**config.mk**
```make
export PLATFORM = sky130hd
export DESIGN_NAME = positional_insert_delete_table_core
export DESIGN_NICKNAME = d
export VERILOG_FILES = /design/src/hw/rtl/pidt_pkg.sv /design/src/hw/rtl/positional_insert_delete_table_core.sv /design/src/hw/rtl/pidt_ram.sv /design/src/hw/rtl/pidt_seq.sv
export SDC_FILE = /design/constraint.sdc
export NUM_CORES = 1
export LEC_CHECK = 0
export BUFFER_PORTS_ARGS = -buffer_cell sky130_fd_sc_hd__buf_2
export CAP_MARGIN = 20
export CORE_MARGIN = 4
export CORE_UTILIZATION = 47
export CTS_CLUSTER_SIZE = 8
export DETAILED_ROUTE_END_ITERATION = 6
export PLACE_DENSITY = 0.77
export SYNTH_ARGS = -nofsm -noshare
export SYNTH_HDL_FRONTEND = slang
export SYNTH_HIERARCHICAL = 1
export SYNTH_SLANG_ARGS = --single-unit
```
**constraint.sdc**
```tcl
create_clock -name clock -period 5 [get_ports clock]
set_input_delay 0.5 -clock clock [delete_from_list [all_inputs] [get_ports clock]]
set_output_delay 0.5 -clock clock [all_outputs]
set_load 0.05 [all_outputs]
```
**src/hw/rtl/pidt_pkg.sv**
```systemverilog
// Shared types and constants for the positional insert/delete table.
package pidt_pkg;

   localparam int CAPACITY_DEF = 16;

   localparam int TYPE_W   = 2;
   localparam int POS_W    = 5;
   localparam int DATA_W   = 32;
   localparam int STATUS_W = 2;
   localparam int COUNT_W  = 5;

   typedef enum logic [TYPE_W-1:0] {
      REQ_CLEAR  = 2'd0,
      REQ_INSERT = 2'd1,
      REQ_DELETE = 2'd2,
      REQ_READ   = 2'd3
   } req_kind_type;

   typedef enum logic [STATUS_W-1:0] {
      ST_OK     = 2'd0,
      ST_FULL   = 2'd1,
      ST_BADPOS = 2'd2,
      ST_EMPTY  = 2'd3
   } status_type;

   // request beat handed from the port to the sequencer
   typedef struct packed {
      logic                valid;
      req_kind_type        kind;
      logic [POS_W-1:0]    position;
      logic [DATA_W-1:0]   value;
   } req_beat_type;

   // finished result handed from the sequencer to the output register
   typedef struct packed {
      logic                done;
      status_type          status;
      logic [DATA_W-1:0]   data;
      logic [COUNT_W-1:0]  count;
   } rsp_beat_type;

endpackage

```
**src/hw/rtl/positional_insert_delete_table_core.sv**
```systemverilog
// Top level of the positional insert/delete table: ports, output register, RAM.
//
//  Channel | Ports                                         | Direction
//  --------+-----------------------------------------------+----------
//  request | req_valid/ready, req_type, req_position,      | in
//          | req_value                                     |
//  result  | rsp_valid/ready, rsp_status, rsp_data_out,    | out
//          | rsp_count_out                                 |
//
// One beat in gives one beat out; req_ready is high only while the sequencer is idle
// and reset is low. A clear or failed request goes straight to the handoff; a read
// fetches the entry at p; an insert at p shifts each entry from p up by one and then
// writes the value; a delete fetches entry p, then shifts each entry above it down.
// A result waiting in the output register does not block the next request. Reset
// clears the count and handshake state; the entry RAM is not cleared.
module positional_insert_delete_table_core #(
   parameter int CAPACITY = pidt_pkg::CAPACITY_DEF
) (
   input  logic                                clock,
   input  logic                                reset,
   input  logic                                req_valid,
   output logic                                req_ready,
   input  logic [pidt_pkg::TYPE_W-1:0]         req_type,
   input  logic [pidt_pkg::POS_W-1:0]          req_position,
   input  logic signed [pidt_pkg::DATA_W-1:0]  req_value,
   output logic                                rsp_valid,
   input  logic                                rsp_ready,
   output logic [pidt_pkg::STATUS_W-1:0]       rsp_status,
   output logic signed [pidt_pkg::DATA_W-1:0]  rsp_data_out,
   output logic [pidt_pkg::COUNT_W-1:0]        rsp_count_out
);

   localparam int AW = $clog2(CAPACITY);

   pidt_pkg::req_beat_type req_beat;
   pidt_pkg::rsp_beat_type rsp_beat;
   logic                   seq_idle;
   logic                   rsp_free;

   logic                          ram_wr_en;
   logic [AW-1:0]                 ram_wr_addr;
   logic [pidt_pkg::DATA_W-1:0]   ram_wr_data;
   logic                          ram_rd_en;
   logic [AW-1:0]                 ram_rd_addr;
   logic [pidt_pkg::DATA_W-1:0]   ram_rd_data;

   logic                          rsp_valid_ff, rsp_valid_in;
   logic [pidt_pkg::STATUS_W-1:0] rsp_status_ff, rsp_status_in;
   logic [pidt_pkg::DATA_W-1:0]   rsp_data_ff, rsp_data_in;
   logic [pidt_pkg::COUNT_W-1:0]  rsp_count_ff, rsp_count_in;

   // accept a request beat only while the sequencer is idle and out of reset
   assign req_ready      = seq_idle & ~reset;
   assign req_beat.valid = req_valid & req_ready;
   assign req_beat.kind  = pidt_pkg::req_kind_type'(req_type);
   assign req_beat.position = req_position;
   assign req_beat.value    = req_value;

   // the output register is free when empty or being drained this cycle
   assign rsp_free = ~rsp_valid_ff | rsp_ready;

   pidt_seq #(
      .CAPACITY (CAPACITY)
   ) u_seq (
      .clock       (clock),
      .reset       (reset),
      .req_beat    (req_beat),
      .idle        (seq_idle),
      .rsp_free    (rsp_free),
      .rsp_beat    (rsp_beat),
      .ram_wr_en   (ram_wr_en),
      .ram_wr_addr (ram_wr_addr),
      .ram_wr_data (ram_wr_data),
      .ram_rd_en   (ram_rd_en),
      .ram_rd_addr (ram_rd_addr),
      .ram_rd_data (ram_rd_data)
   );

   pidt_ram #(
      .WIDTH (pidt_pkg::DATA_W),
      .DEPTH (CAPACITY)
   ) u_entries (
      .clock      (clock),
      .wr_en      (ram_wr_en),
      .wr_addr    (ram_wr_addr),
      .wr_data    (ram_wr_data),
      .rd_en      (ram_rd_en),
      .rd_addr    (ram_rd_addr),
      .rd_data_ff (ram_rd_data)
   );

   // load a finished result, drop it once the consumer takes the beat
   always_comb begin
      rsp_valid_in  = rsp_valid_ff;
      rsp_status_in = rsp_status_ff;
      rsp_data_in   = rsp_data_ff;
      rsp_count_in  = rsp_count_ff;
      if (rsp_valid_ff && rsp_ready) begin
         rsp_valid_in = 1'b0;
      end
      if (rsp_beat.done) begin
         rsp_valid_in  = 1'b1;
         rsp_status_in = rsp_beat.status;
         rsp_data_in   = rsp_beat.data;
         rsp_count_in  = rsp_beat.count;
      end
   end

   always_ff @(posedge clock) begin
      if (reset) begin
         rsp_valid_ff <= 1'b0;
      end else begin
         rsp_valid_ff <= rsp_valid_in;
      end
      rsp_status_ff <= rsp_status_in;
      rsp_data_ff   <= rsp_data_in;
      rsp_count_ff  <= rsp_count_in;
   end

   assign rsp_valid     = rsp_valid_ff;
   assign rsp_status    = rsp_status_ff;
   assign rsp_data_out  = rsp_data_ff;
   assign rsp_count_out = rsp_count_ff;

endmodule

```
**src/hw/rtl/pidt_ram.sv**
```systemverilog
// Generic single-write, single-read RAM with registered read data.
module pidt_ram #(
   parameter int WIDTH = 32,
   parameter int DEPTH = 16
) (
   input  logic                     clock,
   input  logic                     wr_en,
   input  logic [$clog2(DEPTH)-1:0] wr_addr,
   input  logic [WIDTH-1:0]         wr_data,
   input  logic                     rd_en,
   input  logic [$clog2(DEPTH)-1:0] rd_addr,
   output logic [WIDTH-1:0]         rd_data_ff
);

   logic [WIDTH-1:0] mem_ff [DEPTH];

   always_ff @(posedge clock) begin
      if (wr_en) begin
         mem_ff[wr_addr] <= wr_data;
      end
      if (rd_en) begin
         rd_data_ff <= mem_ff[rd_addr];
      end
   end

endmodule

```
**src/hw/rtl/pidt_seq.sv**
```systemverilog
// Sequencer: checks a request and moves entries one at a time through the RAM.
module pidt_seq #(
   parameter int CAPACITY = pidt_pkg::CAPACITY_DEF
) (
   input  logic                     clock,
   input  logic                     reset,
   input  pidt_pkg::req_beat_type   req_beat,
   output logic                     idle,
   input  logic                     rsp_free,
   output pidt_pkg::rsp_beat_type   rsp_beat,
   output logic                     ram_wr_en,
   output logic [$clog2(CAPACITY)-1:0] ram_wr_addr,
   output logic [pidt_pkg::DATA_W-1:0] ram_wr_data,
   output logic                     ram_rd_en,
   output logic [$clog2(CAPACITY)-1:0] ram_rd_addr,
   input  logic [pidt_pkg::DATA_W-1:0] ram_rd_data
);

   localparam int AW = $clog2(CAPACITY);
   localparam int CW = $clog2(CAPACITY + 1);
   localparam int PW = (CW > pidt_pkg::POS_W) ? CW : pidt_pkg::POS_W;

   typedef enum logic [7:0] {
      S_IDLE     = 8'b0000_0001,
      S_DECIDE   = 8'b0000_0010,
      S_MV_RD    = 8'b0000_0100,
      S_MV_WR    = 8'b0000_1000,
      S_PUT      = 8'b0001_0000,
      S_RD_ISSUE = 8'b0010_0000,
      S_RD_CAP   = 8'b0100_0000,
      S_DONE     = 8'b1000_0000
   } state_type;

   state_type                   state_ff, state_in;
   logic [CW-1:0]               count_ff, count_in;
   logic [CW-1:0]               k_ff, k_in;
   pidt_pkg::req_kind_type      kind_ff, kind_in;
   logic [pidt_pkg::POS_W-1:0]  pos_ff, pos_in;
   logic [pidt_pkg::DATA_W-1:0] value_ff, value_in;
   pidt_pkg::status_type        status_ff, status_in;
   logic [pidt_pkg::DATA_W-1:0] data_ff, data_in;

   logic [PW-1:0] pos_w;
   logic [PW-1:0] cnt_w;
   logic [CW-1:0] k_dec;
   logic [CW-1:0] k_inc;
   logic          is_ins;

   assign pos_w  = PW'(pos_ff);
   assign cnt_w  = PW'(count_ff);
   assign k_dec  = k_ff - CW'(1);
   assign k_inc  = k_ff + CW'(1);
   assign is_ins = (kind_ff == pidt_pkg::REQ_INSERT);

   assign idle = (state_ff == S_IDLE);

   always_comb begin
      state_in    = state_ff;
      count_in    = count_ff;
      k_in        = k_ff;
      kind_in     = kind_ff;
      pos_in      = pos_ff;
      value_in    = value_ff;
      status_in   = status_ff;
      data_in     = data_ff;
      ram_wr_en   = 1'b0;
      ram_wr_addr = k_ff[AW-1:0];
      ram_wr_data = ram_rd_data;
      ram_rd_en   = 1'b0;
      ram_rd_addr = k_ff[AW-1:0];
      rsp_beat.done   = 1'b0;
      rsp_beat.status = status_ff;
      rsp_beat.data   = data_ff;
      rsp_beat.count  = pidt_pkg::COUNT_W'(count_ff);

      unique case (state_ff)
         S_IDLE: begin
            if (req_beat.valid) begin
               kind_in   = req_beat.kind;
               pos_in    = req_beat.position;
               value_in  = req_beat.value;
               status_in = pidt_pkg::ST_OK;
               data_in   = '0;
               state_in  = S_DECIDE;
            end
         end
         S_DECIDE: begin
            unique case (kind_ff) inside
               pidt_pkg::REQ_CLEAR: begin
                  count_in = '0;
                  state_in = S_DONE;
               end
               pidt_pkg::REQ_INSERT: begin
                  if (count_ff == CW'(CAPACITY)) begin
                     status_in = pidt_pkg::ST_FULL;
                     state_in  = S_DONE;
                  end else if (pos_w > cnt_w) begin
                     status_in = pidt_pkg::ST_BADPOS;
                     state_in  = S_DONE;
                  end else begin
                     k_in     = count_ff;
                     state_in = (pos_w == cnt_w) ? S_PUT : S_MV_RD;
                  end
               end
               pidt_pkg::REQ_DELETE, pidt_pkg::REQ_READ: begin
                  if (count_ff == '0) begin
                     status_in = pidt_pkg::ST_EMPTY;
                     state_in  = S_DONE;
                  end else if (pos_w >= cnt_w) begin
                     status_in = pidt_pkg::ST_BADPOS;
                     state_in  = S_DONE;
                  end else begin
                     state_in = S_RD_ISSUE;
                  end
               end
               default: state_in = S_DONE;
            endcase
         end
         S_MV_RD: begin
            // insert pulls from below, delete pulls from above
            ram_rd_en   = 1'b1;
            ram_rd_addr = is_ins ? k_dec[AW-1:0] : k_ff[AW-1:0];
            state_in    = S_MV_WR;
         end
         S_MV_WR: begin
            ram_wr_en   = 1'b1;
            ram_wr_addr = is_ins ? k_ff[AW-1:0] : k_dec[AW-1:0];
            if (is_ins) begin
               k_in     = k_dec;
               state_in = (PW'(k_dec) > pos_w) ? S_MV_RD : S_PUT;
            end else begin
               k_in = k_inc;
               if (k_inc < count_ff) begin
                  state_in = S_MV_RD;
               end else begin
                  count_in = count_ff - CW'(1);
                  state_in = S_DONE;
               end
            end
         end
         S_PUT: begin
            ram_wr_en   = 1'b1;
            ram_wr_addr = pos_w[AW-1:0];
            ram_wr_data = value_ff;
            count_in    = count_ff + CW'(1);
            state_in    = S_DONE;
         end
         S_RD_ISSUE: begin
            ram_rd_en   = 1'b1;
            ram_rd_addr = pos_w[AW-1:0];
            state_in    = S_RD_CAP;
         end
         S_RD_CAP: begin
            data_in = ram_rd_data;
            if (kind_ff == pidt_pkg::REQ_DELETE) begin
               k_in = CW'(pos_w + PW'(1));
               if (CW'(pos_w + PW'(1)) < count_ff) begin
                  state_in = S_MV_RD;
               end else begin
                  count_in = count_ff - CW'(1);
                  state_in = S_DONE;
               end
            end else begin
               state_in = S_DONE;
            end
         end
         S_DONE: begin
            // hold until the output register can take the result
            if (rsp_free) begin
               rsp_beat.done = 1'b1;
               state_in      = S_IDLE;
            end
         end
         default: state_in = S_IDLE;
      endcase
   end

   always_ff @(posedge clock) begin
      if (reset) begin
         state_ff <= S_IDLE;
         count_ff <= '0;
      end else begin
         state_ff <= state_in;
         count_ff <= count_in;
      end
      k_ff      <= k_in;
      kind_ff   <= kind_in;
      pos_ff    <= pos_in;
      value_ff  <= value_in;
      status_ff <= status_in;
      data_ff   <= data_in;
   end

endmodule

```
After elaboration in Yosys (flattened, before gate mapping)
Memories as Yosys holds them, arrays and structs flattened. A register that Yosys moved wholly into a read port is not among the register bits. Index checks and enable logic that the tools add are counted.

Register bits: 131. Memory bits (writable): 512. Word-level logic and storage cells: 119. Memories kept: 1.

Add/sub/neg operators: 5. Order comparisons: 5. Eq/ne operators: 26. Muxes and demuxes: 48. Bitwise logic cells: 5. Reductions and logical operators: 17.

Memory list: u_entries.mem_ff (words 16, width 32, read ports 1, clocked after Yosys merged registers in 1, write ports 1, line pidt_ram.sv:15) `logic [WIDTH-1:0] mem_ff [DEPTH];`.

Operators by type and width (count): two-way mux 8 bit (10); two-way mux 32 bit (2); case mux 32 bit (2 select lines) (1); case mux 8 bit (8 select lines) (1); two-way mux 5 bit (12); case mux 5 bit (4 select lines) (1); case mux 4 bit (2 select lines) (2); case mux 8 bit (2 select lines) (1); adder 5 x 1 -> 5 bit (second input constant) (3); case mux 5 bit (3 select lines) (1); inequality test 2 bit (second input constant) (7); > comparator 5 bit (2); < comparator 5 bit (2); two-way mux 2 bit (5); AND reduction 5 bit (2); subtractor 5 x 1 -> 5 bit (second input constant) (2); equality test 8 x 1 -> 1 bit (second input constant) (1); equality test 8 x 2 -> 1 bit (second input constant) (1); equality test 8 x 3 -> 1 bit (second input constant) (1); equality test 8 x 4 -> 1 bit (second input constant) (1); equality test 8 x 5 -> 1 bit (second input constant) (1); equality test 8 x 6 -> 1 bit (second input constant) (1); equality test 8 x 7 -> 1 bit (second input constant) (1); equality test 8 bit (second input constant) (1); 24 further kinds (44).

Logic depth before layout (Yosys ltp)
Gate-level depths: netlist of run 1.

Word-level depth: 6. Gate-level depth with buffers: 12. Gate-level depth less buffers: 11.

Hierarchy
Netlist of run 1, hierarchy kept.

Modules (own cells, without submodules): pidt_ram (instances 1, cells each 838, area each 20155.6 um^2); pidt_seq (instances 1, cells each 475, area each 4859.7 um^2); positional_insert_delete_table_core (instances 1, cells each 45, area each 1236.2 um^2).

Worst setup path before layout of run 1
Ideal clock, no wire load.

Path kind: flip-flop to flip-flop. Start point: register u_seq.state_ff[5]. End point: memory u_entries.mem_ff[0][0], enable pin. Setup time: 0.461 ns. Data arrival time: 4.452 ns. Data required time: 4.539 ns. Path slack: 0.087 ns. Cell stages (with the launch flop): 9. Buffers on the path: 1. Cell sequence: dfxtp_1 -> nor4_4 -> and4b_1 -> clkbuf_1 -> nor2_1 -> o21ai_0 -> o221ai_1 -> or3b_2 -> nor3_1.

RTL lines: start: declaration (line pidt_seq.sv:34) `state_type state_ff, state_in;`; start signal: assignment (line pidt_seq.sv:183) `state_ff <= state_in;`; equality test 8 x 5 -> 1 bit / equality test 8 x 4 -> 1 bit (equally long branches) (line pidt_seq.sv:76) `unique case (state_ff)`; case mux 4 bit (2 select lines) * (line pidt_seq.sv:76); named net ram_wr_addr[2] (line positional_insert_delete_table_core.sv:41) `logic [AW-1:0] ram_wr_addr;`; end: declaration (line pidt_ram.sv:15).

The timed path passes the listed nets; every way through them passes the cells marked *.

Final worst setup path of run 1
Start point: register u_seq.state_ff[2]. End point: register u_entries.rd_data_ff[13], read port of u_entries.mem_ff (data pin).

Longest elaborated chain between the ends: 3.

Ends and longest elaborated chain: equality test 8 x 3 -> 1 bit / equality test 8 x 6 -> 1 bit (equally long branches) (line pidt_seq.sv:76); OR reduction 2 bit (no line) *; two-way mux 1 bit * (line pidt_seq.sv:76); named net ram_rd_en (line positional_insert_delete_table_core.sv:43) `logic ram_rd_en;`; end: declaration (line pidt_ram.sv:12) `output logic [WIDTH-1:0] rd_data_ff`.

Marks and branches as above. A chain may end at the register's enable or synchronous reset.

==> results of run 1 <==
[final timing paths]
kind	cells past startpoint	end	from
max	10	u_entries/rd_data_ff[13]	u_seq/state_ff[2]
min	1	u_seq/value_ff[31]	req_value[31]
max reg2reg	10	u_entries/rd_data_ff[13]	u_seq/state_ff[2]
min reg2reg	0	rsp_data_out[8]	u_seq/data_ff[8]
[area by class of cell]
type                            instances  area share [%]
Clock buffer                          113           7.961
Clock inverter                          8          0.4932
Inverter                               22          0.2712
Multi-Input combinational cell        603           19.46
Sequential cell                       675           66.12
Tap cell                              748           3.074
Timing Repair Buffer                  122           2.622
[stage by stage]
stage	cells	cell area, µm²	hold slack (ps)	utilization (%)	power, µW
detailed placement	2169	27860	404.5	50.47	6434
CTS	2291	30440	4.707	55.15	12050
floorplan	1358	26250	400.3	-	6377
finish	2291	30440	33.83	55.15	11960
global route	2291	30440	24.29	55.15	12330
global placement	2169	27860	402.1	50.47	6430
[power by group through the flow]
| stage | clock, µW | sequential (µW) | combinational, µW |
|---|---|---|---|
| after detailed placement | 0 | 6310 | 122 |
| after global routing | 5990 | 6200 | 136 |
| after global placement | 0 | 6310 | 119 |
| final | 5630 | 6210 | 123 |
| after floorplan | 0 | 6310 | 71.2 |
| after CTS | 5720 | 6210 | 124 |
[placed cells by master, fill, tap and decap left out, types with 3 or more instances in the layout]
cell type and instances:
a21o_1 4, a21oi_1 17, a22oi_1 69, a31oi_1 3, and2_1 36, and3_1 5, buf_12 7, buf_2 83
buf_4 31, clkbuf_1 19, clkbuf_16 94, dfxtp_1 14, edfxtp_1 661, ha_1 28, inv_1 19, inv_16 3
mux4_2 128, nand2_1 147, nand2b_1 8, nand3_1 12, nand3b_1 4, nor2_1 23, nor2_4 12, nor2b_1 7
nor3_1 8, nor3_2 4, o21ai_0 17, o221ai_1 5, o31ai_1 4, or3_1 3, or4_1 3, xnor2_1 8
xor2_1 5
[Yosys cell counts (12+ instances only)]
cell,count,area share [%]
clkbuf_1,30,0.43
mux4_2,128,11
buf_1,12,0.17
nor2_1,36,0.51
nand3_1,12,0.23
edfxtp_1,661,76
dfxtp_1,14,1.1
nor3_1,12,0.23
and2_1,36,0.86
inv_1,21,0.30
nand2_1,148,2.1
o21ai_0,18,0.34
ha_1,28,1.3
a21oi_1,17,0.32
a22oi_1,69,2.0
[metal layers]
layer | part of all wire (%) | track usage, % | vias up | routed length, µm
met1 | 37 | 25.68 | 7054 | 22210
met5 | 0 | 0 | - | 0
met2 | 50 | 34.30 | 827 | 30380
met3 | 9.2 | 4.452 | 141 | 5522
met4 | 3.5 | 8.641 | 0 | 2130
li1 | - | - | 5758 | -
[sequential cells by signal, summed over array words and instances (netlist names)]
register,flops
rsp_data_out,32
rsp_count_out,5
u_seq/state_ff,8
rsp_status,2
u_entries/rd_data_ff,32
u_seq/kind_ff,2
u_seq/pos_ff,5
u_seq/status_ff,2
u_seq/value_ff,32
u_seq/cnt_w,5
u_seq/data_ff,32
rsp_valid,1
u_entries/mem_ff,512
u_seq/k_ff,5
[worst max-delay path: cells and delay by family (launching register included)]
kind / cells / cell delay (ps)
multiplexers: 1 / 340
AO/OA/AOI/OAI: 3 / 1150
AND/OR/NAND/NOR: 4 / 1660
flip-flops: 1 / 330
buffers and inverters: 2 / 470
[kinds of logic after synthesis]
| family | Yosys count | synth area share, % |
|---|---|---|
| flip-flops | 675 | 76.68 |
| multiplexers | 129 | 11.02 |
| adder cells (fa/ha/maj) | 29 | 1.411 |
| AO/OA/AOI/OAI | 140 | 3.756 |
| buffers and inverters | 80 | 1.306 |
| XOR/XNOR | 13 | 0.4337 |
| AND/OR/NAND/NOR | 292 | 5.395 |
==> results.sh, run 1 <==
export IMPL_peakVddDrop_v=0.0002594
export IMPL_finalSetupViolCount=0
export IMPL_p_switching_uw=2348
export IMPL_die_area_um2=59700
export IMPL_worstPathRequired_ps=5370
export IMPL_drive_gt1_share_pct=24.89
export IMPL_grt_max_degree=65
export IMPL_synth_yosys_seq_area_share_pct=76.68
export IMPL_dp_final_hpwl_um=32240
export IMPL_drc=0
export IMPL_clock_fmax_mhz=233.7
export IMPL_portBuffers=83
export IMPL_clkLatencyLatePin_ps=650
export IMPL_hold_buffers=1
export IMPL_cts_tree="yes"
export IMPL_avgViaCountPerCell=6.015
export IMPL_tns_ps=0
export IMPL_clock_sinks=675
export IMPL_synth_area_per_cell_um2=19.33
export IMPL_rsz0062_at_grt="no"
export IMPL_gr_usage_all_layers_pct=20.33
export IMPL_fp_dieW_um=244.3
export IMPL_swShare_pct=19.63
export IMPL_vias=13780
export IMPL_crit_type="flop to flop"
export IMPL_grt_pass1_vias=14410
export IMPL_synthCells=1358
export IMPL_post_cts_resize_count=0
export IMPL_synth_edf_count=661
export IMPL_cts_root_buf="clkbuf_16"
export IMPL_finalWorstSetupSlack_ps=721.6
export IMPL_maxSlewViolCount=0
export IMPL_pwr_share_clk_pct=47.1
export IMPL_wl_per_cell_um=26.30
export IMPL_synth_seq_cells=675
export IMPL_power_frac_comb_pct=1.0
export IMPL_intPower_uw=9611
export IMPL_fin_worst_skew_ps=35.02
export IMPL_rrSetupSlack_ps=720
export IMPL_ys_flop_type="edfxtp_1"
export IMPL_status="finished clean"
export IMPL_hold_path_class="input pin to flop"
export IMPL_finalNetCount=1590
export IMPL_wirelength_um=60250
export IMPL_drtIter0Drc=1632
export IMPL_start_kind="flop"
export IMPL_final_antenna_net_count=0
export IMPL_p_per_area_nw_per_um2=392.8
export IMPL_fp_row_count=86
export IMPL_post_cts_buffers=0
export IMPL_critPathArrivalTime_ps=4640
export IMPL_coreArea_um2=55200
export IMPL_fillCellCount=3962
export IMPL_regArea_um2=20130
export IMPL_ys_async_sr_fraction_pct=0
export IMPL_drv_cap=0
export IMPL_fin_crit_sh_pct=85.57
export IMPL_antenna_found_initial=0
export IMPL_synth_cell_type_count=61
export IMPL_routabilityCongestion=0.8898
export IMPL_cts_buffers=94
export IMPL_cts_buffer_depth=3
export IMPL_cp_slowest_cell="nor4_1"
export IMPL_leakagePower_uw=0.01011
export IMPL_end_kind="flop"
export IMPL_diodes=0
export IMPL_worstPathMaxFanout=57
export IMPL_synth_nets=1430
export IMPL_worstPathCellList="or4_1, nor4_1, nor2_1, clkinv_1, o21ai_0, a221o_4, buf_12, mux4_2, a22oi_1, nand2_1"
export IMPL_synth_area_um2=26250
export IMPL_grt_first_pass_wirelength_um=90530
export IMPL_worst_slew_pin_slew_ps=1065
export IMPL_synthToLayoutAreaGrowth_pct=15.97
export IMPL_io_pins=84
export IMPL_dp_slack_ps=903.6
export IMPL_seq_power_share_pct=51.9
export IMPL_max_stage_delay_ps=820
export IMPL_period_minus_slack_ps=4278
export IMPL_multi_input_area_um2=5924
export IMPL_overflow=0
export IMPL_cts_max_level=3
export IMPL_die_y_um=244.3
export IMPL_first_pass_iters=5
export IMPL_yosysWarnings=6
export IMPL_clkSlewWorstSetupHoldPaths_ps=50
export IMPL_slew_headroom_pct=28.72
export IMPL_hold_violations=0
export IMPL_start_util_pct=47.56
(Power assumes the default switching activity.)
==> run 2, diff against run 1 <==
--- a/config.mk
+++ b/config.mk
@@ -8,7 +8,7 @@
 export BUFFER_PORTS_ARGS = -buffer_cell sky130_fd_sc_hd__buf_2
 export CAP_MARGIN = 20
 export CORE_MARGIN = 4
-export CORE_UTILIZATION = 47
+export CORE_UTILIZATION = 49
 export CTS_CLUSTER_SIZE = 8
 export DETAILED_ROUTE_END_ITERATION = 6
 export PLACE_DENSITY = 0.77
==> constraint.sdc (replaced) <==
create_clock -name clock -period 5.3 [get_ports clock]
set_input_delay 0.53 -clock clock [delete_from_list [all_inputs] [get_ports clock]]
set_output_delay 0.53 -clock clock [all_outputs]
set_load 0.05 [all_outputs]
==> run 2 against run 1 <==
Critical path depth shrank 3. First-iteration DRC count is 16% higher. Hold slack improved by 40 ps. Sequential power down 5.6%. Critical path type unchanged. Largest cell class unchanged.
==> results.sh, run 2 (synthesis results as in run 1) <==
export IMPL_cts_root_buf="clkbuf_16"
export IMPL_hold_path_class="input pin to flop"
export IMPL_fin_crit_sh_pct=81.30
export IMPL_final_common_cell="edfxtp_1"
export IMPL_avgViaCountPerCell=6.241
export IMPL_routabilityCongestion=0.8718
export IMPL_worstPathCellList="or4_1, nor4_1, a221o_4, buf_4, mux4_2, a22oi_1, nand2_1"
export IMPL_worstPathMaxFanout=56
export IMPL_worstPathRequired_ps=5650
export IMPL_vias=13880
export IMPL_cp_slowest_cell="a221o_4"
export IMPL_clock_fmax_mhz=232.1
export IMPL_peakVddDrop_v=0.0003111
export IMPL_clock_sinks=675
export IMPL_overflow=0
export IMPL_dp_final_hpwl_um=31340
export IMPL_largest_register="u_entries/mem_ff"
export IMPL_gr_usage_all_layers_pct=21.60
export IMPL_place_area_um2=27730
export IMPL_worst_slew_pin_slew_ps=1184
export IMPL_status="finished clean"
export IMPL_drc=0
export IMPL_coreArea_um2=52760
export IMPL_finalNetCount=1587
export IMPL_final_antenna_net_count=0
export IMPL_clkSlewWorstSetupHoldPaths_ps=50
export IMPL_tns_ps=0
export IMPL_largest_register_ffs=512
export IMPL_critPathArrivalTime_ps=4650
export IMPL_rrSetupSlack_ps=990
export IMPL_hold_violations=0
export IMPL_cts_max_level=3
export IMPL_end_kind="flop"
export IMPL_grt_first_pass_wirelength_um=91250
export IMPL_cts_buffer_depth=3
export IMPL_synthToLayoutAreaGrowth_pct=15.34
export IMPL_fin_worst_skew_ps=24.75
export IMPL_start_kind="flop"
export IMPL_post_cts_buffers=0
export IMPL_max_stage_delay_ps=920
export IMPL_post_cts_resize_count=0
export IMPL_diodes=0
export IMPL_grt_pass1_vias=14470
export IMPL_cts_buffers=94
export IMPL_hold_buffers=0
export IMPL_wirelength_um=61070
export IMPL_crit_type="flop to flop"
export IMPL_grt_max_degree=83
export IMPL_stdcell_area_um2=30280
export IMPL_maxSlewViolCount=0
export IMPL_antenna_found_initial=1
export IMPL_cts_tree="yes"
export IMPL_drv_cap=0
export IMPL_io_pins=84
export IMPL_fp_row_count=84
export IMPL_drive_gt1_share_pct=24.87
export IMPL_die_area_um2=57340
export IMPL_clkLatencyLatePin_ps=640
export IMPL_portBuffers=83
export IMPL_p_per_area_nw_per_um2=371.1
export IMPL_finalSetupViolCount=0
export IMPL_first_pass_iters=6
export IMPL_rsz0062_at_grt="no"
export IMPL_layout_common_cells="661 x edfxtp_1, 147 x nand2_1, 128 x mux4_2, 95 x clkbuf_16, 83 x buf_2"
export IMPL_start_util_pct=49.76
export IMPL_wl_per_cell_um=27.46
export IMPL_slew_headroom_pct=20.72
export IMPL_die_y_um=239.5
export IMPL_drtIter0Drc=1887
export IMPL_fp_dieW_um=239.5
export IMPL_period_minus_slack_ps=4309
export IMPL_leakagePower_uw=0.01007
==> run 2: path summary, 6_finish.rpt <==
path                          start                       end  cells after the start
setup / recovery  u_seq/state_ff[3]  u_entries/rd_data_ff[14]                      7
hold / removal         req_value[3]         u_seq/value_ff[3]                      1
setup reg to reg  u_seq/state_ff[3]  u_entries/rd_data_ff[14]                      7
hold reg to reg    u_seq/data_ff[6]           rsp_data_out[6]                      0
==> run 2: routing by layer <==
layer	part of all wire (%)	global-route usage [%]
met1	37	28.29
met2	50	35.66
met4	3.6	8.795
met3	9.6	4.709
met5	0	0
==> run 2: report_power, final <==
| part | internal (µW) | switching (µW) |
|---|---|---|
| sequential | 5840 | 16.9 |
| clock | 3190 | 2080 |
| combinational | 41.7 | 75.2 |
| total | 9070 | 2170 |
==> run 2: stage by stage <==
stage | utilization, % | cells | hold slack, ps | setup slack (ps) | total power (µW)
3_5_place_dp | 52.55 | 2106 | 404.5 | 1021 | 6069
4_1_cts | 57.35 | 2223 | 46.19 | 972.2 | 11320
2_1_floorplan | - | 1358 | 400.3 | 387.4 | 6016
5_1_grt | 57.39 | 2224 | 54.50 | 627.4 | 11580
6_report | 57.39 | 2224 | 73.60 | 991.2 | 11240
3_3_place_gp | 52.55 | 2106 | 401.0 | 1244 | 6065
==> run 2: layout make-up <==
type | count | area [µm²]
Fill cell | 3759 | 22480
Sequential cell | 675 | 20130
Multi-Input combinational cell | 603 | 5924
Clock buffer | 110 | 2434
Tap cell | 688 | 860.8
Timing Repair Buffer | 119 | 748.2
Clock inverter | 7 | 100.1
Inverter | 22 | 82.58
==> run 2: worst max-delay path, delay by kind of cell, from the launching register on <==
| kind | cells | cell delay [ps] |
|---|---|---|
| AOI/OAI and AO/OA | 2 | 1130 |
| muxes | 1 | 400 |
| and+or+nand+nor | 3 | 1480 |
| DFF | 1 | 360 |
| buffers and inverters | 1 | 590 |
